**src/lprd_pkg.sv**
```systemverilog
// Types, codes and constants of the length-prefixed request deframer.
`default_nettype none

package lprd_pkg;

	localparam int unsigned CFG_W = 13;
	localparam int unsigned IDX_W = 10;
	localparam logic [CFG_W-1:0] CFG_RESET = 13'd4096;

	typedef enum logic [4:0] {
		PH_OUTER  = 5'b00001,
		PH_COUNT  = 5'b00010,
		PH_SLEN   = 5'b00100,
		PH_BODY   = 5'b01000,
		PH_CLOSED = 5'b10000
	} phase_t;

	typedef enum logic [1:0] {
		ST_OK   = 2'd0,
		ST_LONG = 2'd1,
		ST_BAD  = 2'd2
	} status_t;

	typedef enum logic [1:0] {
		CMD_GET     = 2'd0,
		CMD_DEL     = 2'd1,
		CMD_SET     = 2'd2,
		CMD_UNKNOWN = 2'd3
	} command_t;

	// Command words, first character in the lowest byte.
	localparam logic [23:0] WORD_GET = 24'h746567;
	localparam logic [23:0] WORD_DEL = 24'h6C6564;
	localparam logic [23:0] WORD_SET = 24'h746573;

	// Match flag bits.
	localparam int unsigned MF_GET = 0;
	localparam int unsigned MF_DEL = 1;
	localparam int unsigned MF_SET = 2;
	localparam int unsigned MF_LEN3 = 3;

	typedef struct packed {
		logic             carries_byte;
		logic [7:0]       string_byte;
		logic [IDX_W-1:0] string_index;
		logic             string_done;
		logic             message_end;
		status_t          status;
		command_t         command;
		logic [IDX_W-1:0] string_count;
	} result_t;

	function automatic logic [7:0] lower_ascii(input logic [7:0] b);
		if (b >= 8'h41 && b <= 8'h5A) begin
			return b + 8'h20;
		end
		return b;
	endfunction

	function automatic logic [7:0] word_char(input logic [23:0] word, input logic [1:0] pos);
		logic [7:0] c;
		case (pos)
			2'd0: c = word[7:0];
			2'd1: c = word[15:8];
			2'd2: c = word[23:16];
			default: c = 8'h00;
		endcase
		return c;
	endfunction

endpackage

`default_nettype wire

```
**src/lprd_core.sv**
```systemverilog
// Framing state and per-byte parse step of the deframer.
`default_nettype none

module lprd_core #(
	parameter int unsigned MAX_BODY_BYTES = 4096
) (
	input  wire logic                        clk,
	input  wire logic                        arst_n,
	input  wire logic                        step,
	input  wire logic [7:0]                  data_byte,
	input  wire logic [lprd_pkg::CFG_W-1:0]  max_len,
	output lprd_pkg::result_t                res,
	output logic                             res_vld
);

	localparam int unsigned MBW = $clog2(MAX_BODY_BYTES + 1);

	lprd_pkg::phase_t phase_q, phase_d;
	logic [1:0]       hpos_q, hpos_d;
	logic [23:0]      hdr_q, hdr_d;
	logic [MBW-1:0]   mleft_q, mleft_d;
	logic [31:0]      sleft_q, sleft_d;
	logic [31:0]      total_q, total_d;
	logic [MBW-1:0]   sbl_q, sbl_d;
	logic [lprd_pkg::IDX_W-1:0] idx_q, idx_d;
	logic [3:0]       flags_q, flags_d;
	logic             first_q, first_d;

	logic [31:0]      hdr_full;
	logic             hdr_done;
	logic [23:0]      hdr_ins;
	logic [MBW-1:0]   mleft_dec;
	logic [31:0]      sl_new;
	logic             item_done;
	logic [7:0]       low_c;
	logic [1:0]       cpos;

	assign hdr_full  = {data_byte, hdr_q};
	assign hdr_done  = (hpos_q == 2'd3);
	assign mleft_dec = mleft_q - MBW'(1);
	assign low_c     = lprd_pkg::lower_ascii(data_byte);
	assign cpos      = 2'd3 - sbl_q[1:0];

	always_comb begin
		hdr_ins = hdr_q;
		case (hpos_q)
			2'd0: hdr_ins[7:0] = data_byte;
			2'd1: hdr_ins[15:8] = data_byte;
			2'd2: hdr_ins[23:16] = data_byte;
			default: hdr_ins = hdr_q;
		endcase
	end

	always_comb begin
		phase_d   = phase_q;
		hpos_d    = hpos_q;
		hdr_d     = hdr_q;
		mleft_d   = mleft_q;
		sleft_d   = sleft_q;
		total_d   = total_q;
		sbl_d     = sbl_q;
		idx_d     = idx_q;
		flags_d   = flags_q;
		first_d   = first_q;
		res       = '0;
		res_vld   = 1'b0;
		item_done = 1'b0;
		sl_new    = sleft_q;

		case (phase_q)
			lprd_pkg::PH_OUTER: begin
				hpos_d = hpos_q + 2'd1;
				hdr_d  = hdr_ins;
				if (hdr_done) begin
					if (hdr_full > 32'(max_len) || hdr_full > 32'(MAX_BODY_BYTES)) begin
						phase_d         = lprd_pkg::PH_CLOSED;
						res.message_end = 1'b1;
						res.status      = lprd_pkg::ST_LONG;
						res_vld         = 1'b1;
					end else if (hdr_full < 32'd4) begin
						phase_d         = lprd_pkg::PH_CLOSED;
						res.message_end = 1'b1;
						res.status      = lprd_pkg::ST_BAD;
						res_vld         = 1'b1;
					end else begin
						mleft_d = hdr_full[MBW-1:0];
						phase_d = lprd_pkg::PH_COUNT;
					end
				end
			end
			lprd_pkg::PH_COUNT: begin
				mleft_d = mleft_dec;
				hpos_d  = hpos_q + 2'd1;
				hdr_d   = hdr_ins;
				if (hdr_done) begin
					total_d   = hdr_full;
					sleft_d   = hdr_full;
					sl_new    = hdr_full;
					item_done = 1'b1;
				end
			end
			lprd_pkg::PH_SLEN: begin
				mleft_d = mleft_dec;
				hpos_d  = hpos_q + 2'd1;
				hdr_d   = hdr_ins;
				if (hdr_done) begin
					if (hdr_full > 32'(mleft_dec)) begin
						phase_d         = lprd_pkg::PH_CLOSED;
						res.message_end = 1'b1;
						res.status      = lprd_pkg::ST_BAD;
						res_vld         = 1'b1;
					end else begin
						sbl_d = hdr_full[MBW-1:0];
						if (first_q && hdr_full != 32'd3) begin
							flags_d[lprd_pkg::MF_LEN3] = 1'b0;
						end
						if (hdr_full == 32'd0) begin
							// Empty string: one mark with no byte.
							res.string_done  = 1'b1;
							res.string_index = idx_q;
							res_vld          = 1'b1;
							idx_d            = idx_q + 1'b1;
							sl_new           = sleft_q - 32'd1;
							sleft_d          = sl_new;
							first_d          = 1'b0;
							item_done        = 1'b1;
						end else begin
							phase_d = lprd_pkg::PH_BODY;
						end
					end
				end
			end
			lprd_pkg::PH_BODY: begin
				mleft_d = mleft_dec;
				if (first_q && flags_q[lprd_pkg::MF_LEN3] && sbl_q <= MBW'(3)) begin
					if (low_c != lprd_pkg::word_char(lprd_pkg::WORD_GET, cpos)) begin
						flags_d[lprd_pkg::MF_GET] = 1'b0;
					end
					if (low_c != lprd_pkg::word_char(lprd_pkg::WORD_DEL, cpos)) begin
						flags_d[lprd_pkg::MF_DEL] = 1'b0;
					end
					if (low_c != lprd_pkg::word_char(lprd_pkg::WORD_SET, cpos)) begin
						flags_d[lprd_pkg::MF_SET] = 1'b0;
					end
				end
				sbl_d            = sbl_q - MBW'(1);
				res.carries_byte = 1'b1;
				res.string_byte  = data_byte;
				res.string_index = idx_q;
				res_vld          = 1'b1;
				if (sbl_q == MBW'(1)) begin
					res.string_done = 1'b1;
					idx_d           = idx_q + 1'b1;
					sl_new          = sleft_q - 32'd1;
					sleft_d         = sl_new;
					first_d         = 1'b0;
					item_done       = 1'b1;
				end
			end
			default: begin
			end
		endcase

		// The count or a string is complete: end the message or fetch the next header.
		if (item_done) begin
			if (sl_new == 32'd0 && mleft_dec == '0) begin
				res.message_end  = 1'b1;
				res.status       = lprd_pkg::ST_OK;
				res.string_count = total_d[lprd_pkg::IDX_W-1:0];
				res.command      = lprd_pkg::CMD_UNKNOWN;
				if (flags_d[lprd_pkg::MF_LEN3]) begin
					if (total_d == 32'd2 && flags_d[lprd_pkg::MF_GET]) begin
						res.command = lprd_pkg::CMD_GET;
					end else if (total_d == 32'd2 && flags_d[lprd_pkg::MF_DEL]) begin
						res.command = lprd_pkg::CMD_DEL;
					end else if (total_d == 32'd3 && flags_d[lprd_pkg::MF_SET]) begin
						res.command = lprd_pkg::CMD_SET;
					end
				end
				res_vld = 1'b1;
				phase_d = lprd_pkg::PH_OUTER;
				hpos_d  = 2'd0;
				mleft_d = '0;
				sleft_d = '0;
				total_d = '0;
				sbl_d   = '0;
				idx_d   = '0;
				flags_d = 4'hF;
				first_d = 1'b1;
			end else if (sl_new == 32'd0 || mleft_dec < MBW'(4)) begin
				res.message_end = 1'b1;
				res.status      = lprd_pkg::ST_BAD;
				res_vld         = 1'b1;
				phase_d         = lprd_pkg::PH_CLOSED;
			end else begin
				phase_d = lprd_pkg::PH_SLEN;
				hpos_d  = 2'd0;
			end
		end
	end

	always_ff @(posedge clk or negedge arst_n) begin
		if (!arst_n) begin
			phase_q <= lprd_pkg::PH_OUTER;
			hpos_q  <= 2'd0;
			hdr_q   <= '0;
			mleft_q <= '0;
			sleft_q <= '0;
			total_q <= '0;
			sbl_q   <= '0;
			idx_q   <= '0;
			flags_q <= 4'hF;
			first_q <= 1'b1;
		end else if (step) begin
			phase_q <= phase_d;
			hpos_q  <= hpos_d;
			hdr_q   <= hdr_d;
			mleft_q <= mleft_d;
			sleft_q <= sleft_d;
			total_q <= total_d;
			sbl_q   <= sbl_d;
			idx_q   <= idx_d;
			flags_q <= flags_d;
			first_q <= first_d;
		end
	end

endmodule

`default_nettype wire

```
**src/length_prefixed_request_deframer.sv**
```systemverilog
// Top level of the length-prefixed request deframer.
//
// Usage: raw connection bytes enter on the s_ stream, one byte per item in
// s_tdata. Each message is a 4-byte little-endian body length, a 4-byte
// string count, then the strings, each a 4-byte length and its bytes.
// Results leave on the m_ stream: every string byte with its string index,
// an empty-string mark, and at message end (m_tlast) the status, command
// class and string count. A byte and the message end it causes share one
// item; a header byte gives one only when it ends the message or a string.
// An accepted byte passes from the input register through the parse step
// into the result register, which drives m_, and one byte is accepted
// every cycle while the receiver does not stall, since each byte needs only
// counter and compare updates in the parse step between the two registers.
// When the receiver stalls, the result register holds its item and the
// input register holds one more byte; s_tready then falls.
// The cfg channel writes max_message_length; it is always ready and must
// only be written while the block is idle.
// Reset clears all framing state, sets the limit to 4096 and empties both
// registers. After a too-long or malformed message the block stays closed,
// taking and dropping bytes, until the next reset.
`default_nettype none

module length_prefixed_request_deframer #(
	parameter int unsigned MAX_BODY_BYTES = 4096
) (
	input  wire logic                       clk,
	input  wire logic                       arst_n,
	input  wire logic                       s_tvalid,
	output logic                            s_tready,
	input  wire logic [7:0]                 s_tdata,  // [7:0] data_byte
	output logic                            m_tvalid,
	input  wire logic                       m_tready,
	// [7:0] string_byte, [17:8] string_index, [18] string_done,
	// [20:19] status, [22:21] command, [32:23] string_count, [39:33] zero
	output logic [39:0]                     m_tdata,
	output logic                            m_tlast,  // message_end
	output logic                            m_tuser,  // [0] carries_byte
	input  wire logic                       cfg_valid,
	output logic                            cfg_ready,
	input  wire logic [lprd_pkg::CFG_W-1:0] cfg_data  // max_message_length
);

	logic                        valid_s1;
	logic [7:0]                  byte_s1;
	logic                        out_valid_q;
	lprd_pkg::result_t           out_q;
	logic [lprd_pkg::CFG_W-1:0]  max_len_q;
	logic                        out_free;
	logic                        step;
	lprd_pkg::result_t           res;
	logic                        res_vld;

	// The result register can take a new item when it is empty or draining.
	assign out_free  = !out_valid_q || m_tready;
	assign step      = valid_s1 && out_free;
	assign s_tready  = !valid_s1 || out_free;
	assign cfg_ready = 1'b1;

	always_ff @(posedge clk or negedge arst_n) begin
		if (!arst_n) begin
			max_len_q <= lprd_pkg::CFG_RESET;
		end else if (cfg_valid) begin
			max_len_q <= cfg_data;
		end
	end

	// Input register: one byte waiting for the parse step.
	always_ff @(posedge clk or negedge arst_n) begin
		if (!arst_n) begin
			valid_s1 <= 1'b0;
		end else if (s_tready) begin
			valid_s1 <= s_tvalid;
		end
	end

	always_ff @(posedge clk) begin
		if (s_tvalid && s_tready) begin
			byte_s1 <= s_tdata;
		end
	end

	lprd_core #(
		.MAX_BODY_BYTES(MAX_BODY_BYTES)
	) u_core (
		.clk      (clk),
		.arst_n   (arst_n),
		.step     (step),
		.data_byte(byte_s1),
		.max_len  (max_len_q),
		.res      (res),
		.res_vld  (res_vld)
	);

	// Result register: holds the item until the receiver takes it.
	always_ff @(posedge clk or negedge arst_n) begin
		if (!arst_n) begin
			out_valid_q <= 1'b0;
		end else if (step) begin
			out_valid_q <= res_vld;
		end else if (m_tready) begin
			out_valid_q <= 1'b0;
		end
	end

	always_ff @(posedge clk) begin
		if (step && res_vld) begin
			out_q <= res;
		end
	end

	assign m_tvalid = out_valid_q;
	assign m_tlast  = out_q.message_end;
	assign m_tuser  = out_q.carries_byte;
	assign m_tdata  = {7'd0, out_q.string_count, out_q.command, out_q.status,
		out_q.string_done, out_q.string_index, out_q.string_byte};

endmodule

`default_nettype wire

```
**config.mk**
```make
export PLATFORM = sky130hd
export DESIGN_NAME = length_prefixed_request_deframer
export DESIGN_NICKNAME = d
export VERILOG_FILES = /design/src/lprd_pkg.sv /design/src/lprd_core.sv /design/src/length_prefixed_request_deframer.sv
export SDC_FILE = /design/constraint.sdc
export NUM_CORES = 1
export LEC_CHECK = 0
export BUFFER_PORTS_ARGS = -buffer_cell sky130_fd_sc_hd__buf_2
export CORE_MARGIN = 2
export CORE_UTILIZATION = 45
export CTS_CLUSTER_SIZE = 10
export DETAILED_ROUTE_END_ITERATION = 12
export PLACE_DENSITY_LB_ADDON = 0.3
export SYNTH_ARGS = -nofsm -noshare
export SYNTH_HDL_FRONTEND = slang
export SYNTH_SLANG_ARGS = --single-unit
```
**constraint.sdc**
```tcl
create_clock -name clk -period 9.5 [get_ports clk]
set_input_delay 0.95 -clock clk [delete_from_list [all_inputs] [get_ports clk]]
set_output_delay 0.95 -clock clk [all_outputs]
set_load 0.005 [all_outputs]
```
==> results of run 1 <==
-- cell families (layout without fill, tap and decap cells) --
kind of cell / Yosys count / after routing / share of synthesized area
adders and majority gates: 39 / 39 / 0.0415
other: 2 / 8 / 0.000638
muxes: 36 / 36 / 0.0335
xor gates and xnor gates: 26 / 26 / 0.0194
AOI/OAI and AO/OA: 370 / 370 / 0.212
buffers and inverters: 130 / 149 / 0.0502
DFF: 194 / 194 / 0.432
and+or+nand+nor: 491 / 491 / 0.211
-- where the power goes --
group          switching, mW  internal [mW]  total, mW
registers             0.0102          0.859      0.869
logic                 0.0630         0.0268     0.0899
clock network          0.344          0.425      0.770
-- cells in the mapped netlist (7+ instances only) --
cell and n:
o22ai_1 9, and2_1 25, nand3_1 30, o21a_1 10
o31ai_1 15, a22o_1 28, xnor2_1 12, nand4_1 24
and3_1 9, ha_1 39, dfrtp_1 144, xor2_1 14
edfxtp_1 43, nand2_1 170, nor2_1 88, nor4_1 27
inv_1 37, o2bb2ai_1 10, a221oi_1 13, a21oi_1 81
clkbuf_1 65, nor3_1 33, a22oi_1 11, mux2i_1 9
o211ai_1 15, o21ai_0 98, or3_1 16, buf_2 7
dfstp_2 7, buf_4 13, a31oi_1 7, mux2_2 27
nor2b_1 14, a21o_1 8
-- metrics by stage --
stage	cells	power [mW]	hold WS, ns	worst slack [ns]
6_report	1648	1.73	0.470	2.44
5_1_grt	1648	1.78	0.501	1.90
4_1_cts	1648	1.74	0.472	2.64
3_5_place_dp	1616	0.975	0.462	2.67
3_3_place_gp	1616	0.974	0.459	2.89
2_1_floorplan	1294	0.934	0.443	2.61
-- state kept, by name, indices dropped and copies added (netlist names) --
name            flops
m_tlast             1
u_core.sleft_q     32
m_tvalid            1
u_core.sbl_q       13
u_core.flags_q      4
valid_s1            1
max_len_q          13
u_core.hdr_q       24
u_core.idx_q       10
u_core.phase_q      5
u_core.mleft_q     13
m_tdata            33
m_tuser             1
u_core.hpos_q       2
u_core.first_q      1
u_core.total_q     32
byte_s1             8
-- worst max-delay path: cells and delay by family, from the launching register on --
| kind | cells | cell delay, ns |
|---|---|---|
| adder cells (fa/ha/maj) | 2 | 0.63 |
| flip-flops | 1 | 0.43 |
| AO/OA/AOI/OAI | 3 | 1.11 |
| XOR/XNOR | 1 | 0.12 |
| buffers and inverters | 2 | 0.44 |
| AND/OR/NAND/NOR | 13 | 4.13 |
-- area by class of cell --
| class | instances | area, um^2 |
|---|---|---|
| Fill cell | 2410 | 13000 |
| Clock inverter | 8 | 85.1 |
| Clock buffer | 24 | 534 |
| Tap cell | 335 | 419 |
| Inverter | 39 | 146 |
| Timing Repair Buffer | 78 | 437 |
| Multi-Input combinational cell | 970 | 6140 |
| Sequential cell | 194 | 5080 |
-- worst paths after layout --
| path | startpoint | slack, ns | cells past startpoint | to |
|---|---|---|---|---|
| min | u_core.idx_q[9] | 0.47 | 1 | u_core.idx_q[9] |
| max in group asynchronous | arst_n | 7.49 | 2 | u_core.hdr_q[3] |
| max reg2reg | u_core.mleft_q[0] | 2.44 | 21 | u_core.sbl_q[10] |
| min reg2reg | u_core.idx_q[9] | 0.47 | 1 | u_core.idx_q[9] |
| max | u_core.mleft_q[0] | 2.44 | 21 | u_core.sbl_q[10] |
| min in group asynchronous | arst_n | 0.51 | 1 | max_len_q[4] |
-- layer usage --
layer	share of wire	wire length [um]
met1	0.42	16200
met2	0.45	17300
met3	0.099	3850
met4	0.039	1510
met5	0	0
==> results.cfg, run 1 <==
[global_route]
overflow = 0
grt_antenna_before_repair = 0
grt_usage = 0.282
grtUsageMet2 = 0.441
use_met3 = 0.0638
met1_usage = 0.381
grt_pass1_vias = 9929
grt_pass1_wl_um = 59900
busiest_layer = met2
grt_max_degree = 80

[min_path]
hp-class = reg2reg

[final_layout]
post-route-util = 0.497
nNetsFinal = 1365
syn_to_final_growth_pct = 9.16
final_common_cell = nand2_1
n_antenna_cell = 0
design_area_um2 = 12800
drive_above_1_share = 0.137
layout_common_cells = nand2_1, dfrtp_1, o21ai_0

[sta]
finalCritPeriodShare = 0.743
skew_ns = 0.0157
fmax_ghz = 0.142
tns_ns = 0
fin_crit_ns = 7.06
hold_violations = 0
finalSetupViolCount = 0
slew_headroom = 0.169
rsz0062_at_grt = false
tightest_slew_ns = 1.24
maxSlewViolCount = 0

[critical_path]
critPathKind = reg2reg
arrival_ns = 7.33
path_common_cell = nand2_1
critPathLaunchType = flip-flop
end_kind = flip-flop
worst_path_max_delay_cell = nand2_1
crit_fanout = 49
path_cells = inv_1, ha_1, nor4b_1, nand3_1, nor2_1, xnor2_1, ha_1, nand4_1, nor4_1, nand2_1, o21ai_2, nand2_1, nand3_2, nand2_1, a221oi_1, nand4_1, nor4_4, nand3_2, buf_4, nand2_1, o22ai_1
crit_required_ns = 9.77
cpPeakStageDelay_ns = 0.95

[synth]
synth_top_cell_by_area = dfrtp_1
synth-main-ff-cell = dfrtp_1
yosysWarnings = 0
yosys.area.top_type_share = 0.306
synth_edf_count = 43
synth.avg_cell_area_um2 = 9.14
ys_ff_latch = 194
ys_seq_area_frac = 0.432
synth_area_um2 = 11800
synth_cell_type_count = 89
synth.area.top_cells = dfrtp_1, edfxtp_1, nand2_1
async_flop_share = 0.778
postSynthCellCount = 1288

[run_status]
status = finished, final reports clean

[clock_tree]
clock_latency_ns = 0.45
cts_hold_buf = 0
cts_tree = built
cts_setup_buffers = 0
cts_resized = 0
clk_pin_slew_ns = 0.08
htree_levels = 4
cts_buffers = 17
cts_sinks = 194
cts_root_buf = clkbuf_16
clk_path_buf_depth = 2

[drt]
drtAntennaViolNets = 0
vias = 10461
drc = 0
first_pass_iters = 5
drt-total-wl_um = 38800
dr.first_iter.drc_count = 1214
avgRoutedWirePerCell_um = 23.5
avgViaCountPerCell = 6.35

[placement]
numPortBuffers = 62
hpwl_um = 26900
place_area_um2 = 12200
routabilityCongestion = 1.03

[power_and_ir_drop]
peakVddDrop_mv = 0.103
powerDensity_nw_per_um2 = 135
leakagePower_nw = 5.69

[floorplanning]
core_area_um2 = 25800
ios = 71
fp.dieW_um = 166
row_count = 59
die-area_um2 = 27500
initial_core_util = 0.455
die-height_um = 166

[run]
drv_cap = 0
No activity file was read; power rests on OpenSTA's default activity.
==> inputs of run 2 (changes only) <==
Settings changed: ABC_AREA from default to 1.
Clock period 9.5 ns to 6.95 ns, I/O delays scaled along.
==> run 2 against run 1 <==
Net effect: flip-flop and latch count did not move; non-clock buffer count decreased by 2; first-iteration DRC count is 18% higher; register-to-register slack worse by 1.4 ns; sequential share of layout area decreased by 2.0 points; wire length shrank 5.6%; global-route usage decreased by 2.4 points; combinational power grew to 6.3 times the previous value; final cell count is 24% higher; core utilization rose by 0.34 points; highest routed layer is now met5.
==> results.cfg, run 2 <==
[global_route]
grt_pass1_vias = 10609
grt_max_degree = 85
grt_pass1_wl_um = 58200
grt_usage = 0.258
grt_antenna_before_repair = 1
overflow = 0

[synth]
synth_top_cell_by_area = dfrtp_1
yosys.area.top_type_share = 0.290
yosys-top-cells-count = nand2_1, o21ai_0, inv_1
synth_top_family_by_area = simple AND/OR/NAND/NOR gates
synth_compound_area_frac = 0.174
yosysWarnings = 0
yosys.area_share.adder = 0.0393
async_flop_share = 0.778
yosysMostFrequentCell = nand2_1
synth-xor-area-share = 0.0317
ys_seq_area_frac = 0.409
synth_area_um2 = 12400
synthMuxAreaShare = 0.000907
synth-main-ff-cell = dfrtp_1
synth.area.top_cells = dfrtp_1, edfxtp_1, nand2_1
synthSimpleGateAreaFrac = 0.251
synth.avg_cell_area_um2 = 7.47
synth_cell_type_count = 56
synth_edf_count = 43
ys_ff_latch = 194
postSynthCellCount = 1661

[final_layout]
layout_common_cells = nand2_1, o21ai_0, inv_1
post-route-util = 0.501
drive_above_1_share = 0.0968
design_area_um2 = 13500
nNetsFinal = 1746
syn_to_final_growth_pct = 8.96
final_common_cell = nand2_1
largest_reg_flops = 33

[drt]
drtAntennaViolNets = 0
dr.first_iter.drc_count = 1427
first_pass_iters = 6
avgRoutedWirePerCell_um = 18.0
vias = 11631
drc = 0
drt-total-wl_um = 36600
avgViaCountPerCell = 5.71

[critical_path]
critPathKind = reg2reg
worst_path_max_delay_cell = clkinv_1
r2r-end = m_tdata[22]
cp_num_buf_inv = 4
path_delay_family = simple AND/OR/NAND/NOR gates
reg2regPathDepth = 32
r2r-start = u_core.mleft_q[2]
critPathLaunchType = flip-flop
crit_fanout = 24
cpPeakStageDelay_ns = 0.89
arrival_ns = 6.12
crit_required_ns = 7.14
path_common_cell = nand2_1
end_kind = flip-flop
regToRegSetupSlack_ns = 1.01

[sta]
fin_crit_ns = 5.94
maxSlewViolCount = 0
tightest_slew_ns = 1.11
hold_violations = 0
skew_ns = 0.0185
tns_ns = 0
finalCritPeriodShare = 0.854
slew_headroom = 0.257
fmax_ghz = 0.168
rsz0062_at_grt = false
finalSetupViolCount = 0

[clock_tree]
cts_sinks = 194
clock_latency_ns = 0.45
cts_buffers = 17
cts_setup_buffers = 0
clk_pin_slew_ns = 0.09
cts_resized = 0
cts_tree = built
clk_path_buf_depth = 2
htree_levels = 4
cts_root_buf = clkbuf_16
cts_hold_buf = 0

[placement]
routabilityCongestion = 0.927
place_area_um2 = 12900
hpwl_um = 25800
numPortBuffers = 62

[power_and_ir_drop]
power.total_mw = 2.89
peakVddDrop_mv = 0.136
leakagePower_nw = 6.31
powerDensity_nw_per_um2 = 213

[run_status]
status = finished, final reports clean

[run]
drv_cap = 0

[floorplanning]
core_area_um2 = 27000
ios = 71
initial_core_util = 0.459
die-area_um2 = 28900
die-height_um = 170
fp.dieW_um = 170
row_count = 60

[min_path]
hp-class = in2async
[run 2: cell count changes after synthesis, moves of 15 or more]
| cell | previous run | this run |
|---|---|---|
| xor2_1 | 14 | 40 |
| or3_1 | 16 | 0 |
| o31ai_1 | 15 | 0 |
| o21ai_0 | 98 | 190 |
| o21ai_1 | 1 | 46 |
| clkbuf_1 | 65 | 47 |
| nor2_1 | 88 | 160 |
| and2_1 | 25 | 0 |
| inv_1 | 37 | 186 |
| nand2_1 | 170 | 340 |
| mux2_2 | 27 | 1 |
| a22o_1 | 28 | 0 |
| nand3_1 | 30 | 101 |
[run 2: metrics by stage]
| step | hold slack (ns) | instances | worst slack [ns] |
|---|---|---|---|
| after floorplan | 0.399 | 1667 | 2.47 |
| after global placement | 0.469 | 2003 | 1.22 |
| after detailed placement | 0.470 | 2003 | 1.08 |
| after CTS | 0.291 | 2035 | 1.05 |
| after global routing | 0.312 | 2035 | 0.451 |
| final | 0.258 | 2036 | 1.01 |
[run 2: cells by family (layout without fill, tap and decap cells)]
group / after synthesis / in the layout
buf+inv: 285 / 312
fa+ha+maj: 39 / 39
compound gates: 390 / 390
mux: 1 / 1
other cells: 2 / 9
xor+xnor: 45 / 45
simple gates: 705 / 705
flops: 194 / 194
[run 2: worst max-delay path by stage]
| stage | end | startpoint | cells past startpoint | slack (ns) |
|---|---|---|---|---|
| 4_1_cts | m_tdata[21] | u_core.mleft_q[2] | 32 | 1.05 |
| 3_3_place_gp | m_tdata[21] | u_core.mleft_q[0] | 28 | 1.22 |
| 5_1_grt | m_tdata[26] | u_core.mleft_q[2] | 34 | 0.45 |
| 6_report | m_tdata[22] | u_core.mleft_q[2] | 32 | 1.01 |
| 2_1_floorplan | m_tdata[0] | u_core.mleft_q[2] | 34 | 2.47 |
| 3_5_place_dp | m_tdata[21] | u_core.mleft_q[0] | 28 | 1.08 |
[run 2: worst register-to-register path: cells and delay by family (launching register included)]
kind | cells | cell delay (ns)
simple gates | 25 | 3.04
fa+ha+maj | 1 | 0.32
flops | 1 | 0.42
buf+inv | 4 | 1.61
compound gates | 1 | 0.11
xor+xnor | 1 | 0.18
[run 2: power by group]
group	internal [mW]	total (mW)	leakage, nW	switching, mW
registers	1.24	1.29	2.46	0.0519
clock network	0.494	1.03	0.293	0.535
logic	0.190	0.570	3.56	0.380
total	1.92	2.89	6.31	0.966
[run 2: per-layer routing]
metal	track usage	wire (um)	up-vias	share of wire
li1	-	-	5581	-
met1	0.370	16400	5409	0.45
met2	0.395	16100	581	0.44
met3	0.0528	3390	58	0.093
met4	0.0769	680	2	0.019
met5	0	13	-	0.00036
[run 2: area by class of cell]
cell class	instances	area (um^2)
diodes	1	2.50
repair buffers	76	422
multi-input cells	1188	6220
fillers	2645	13500
flip-flops and latches	194	5080
well taps	341	427
clock inverters	14	183
inverters	204	767
clock buffers	18	429
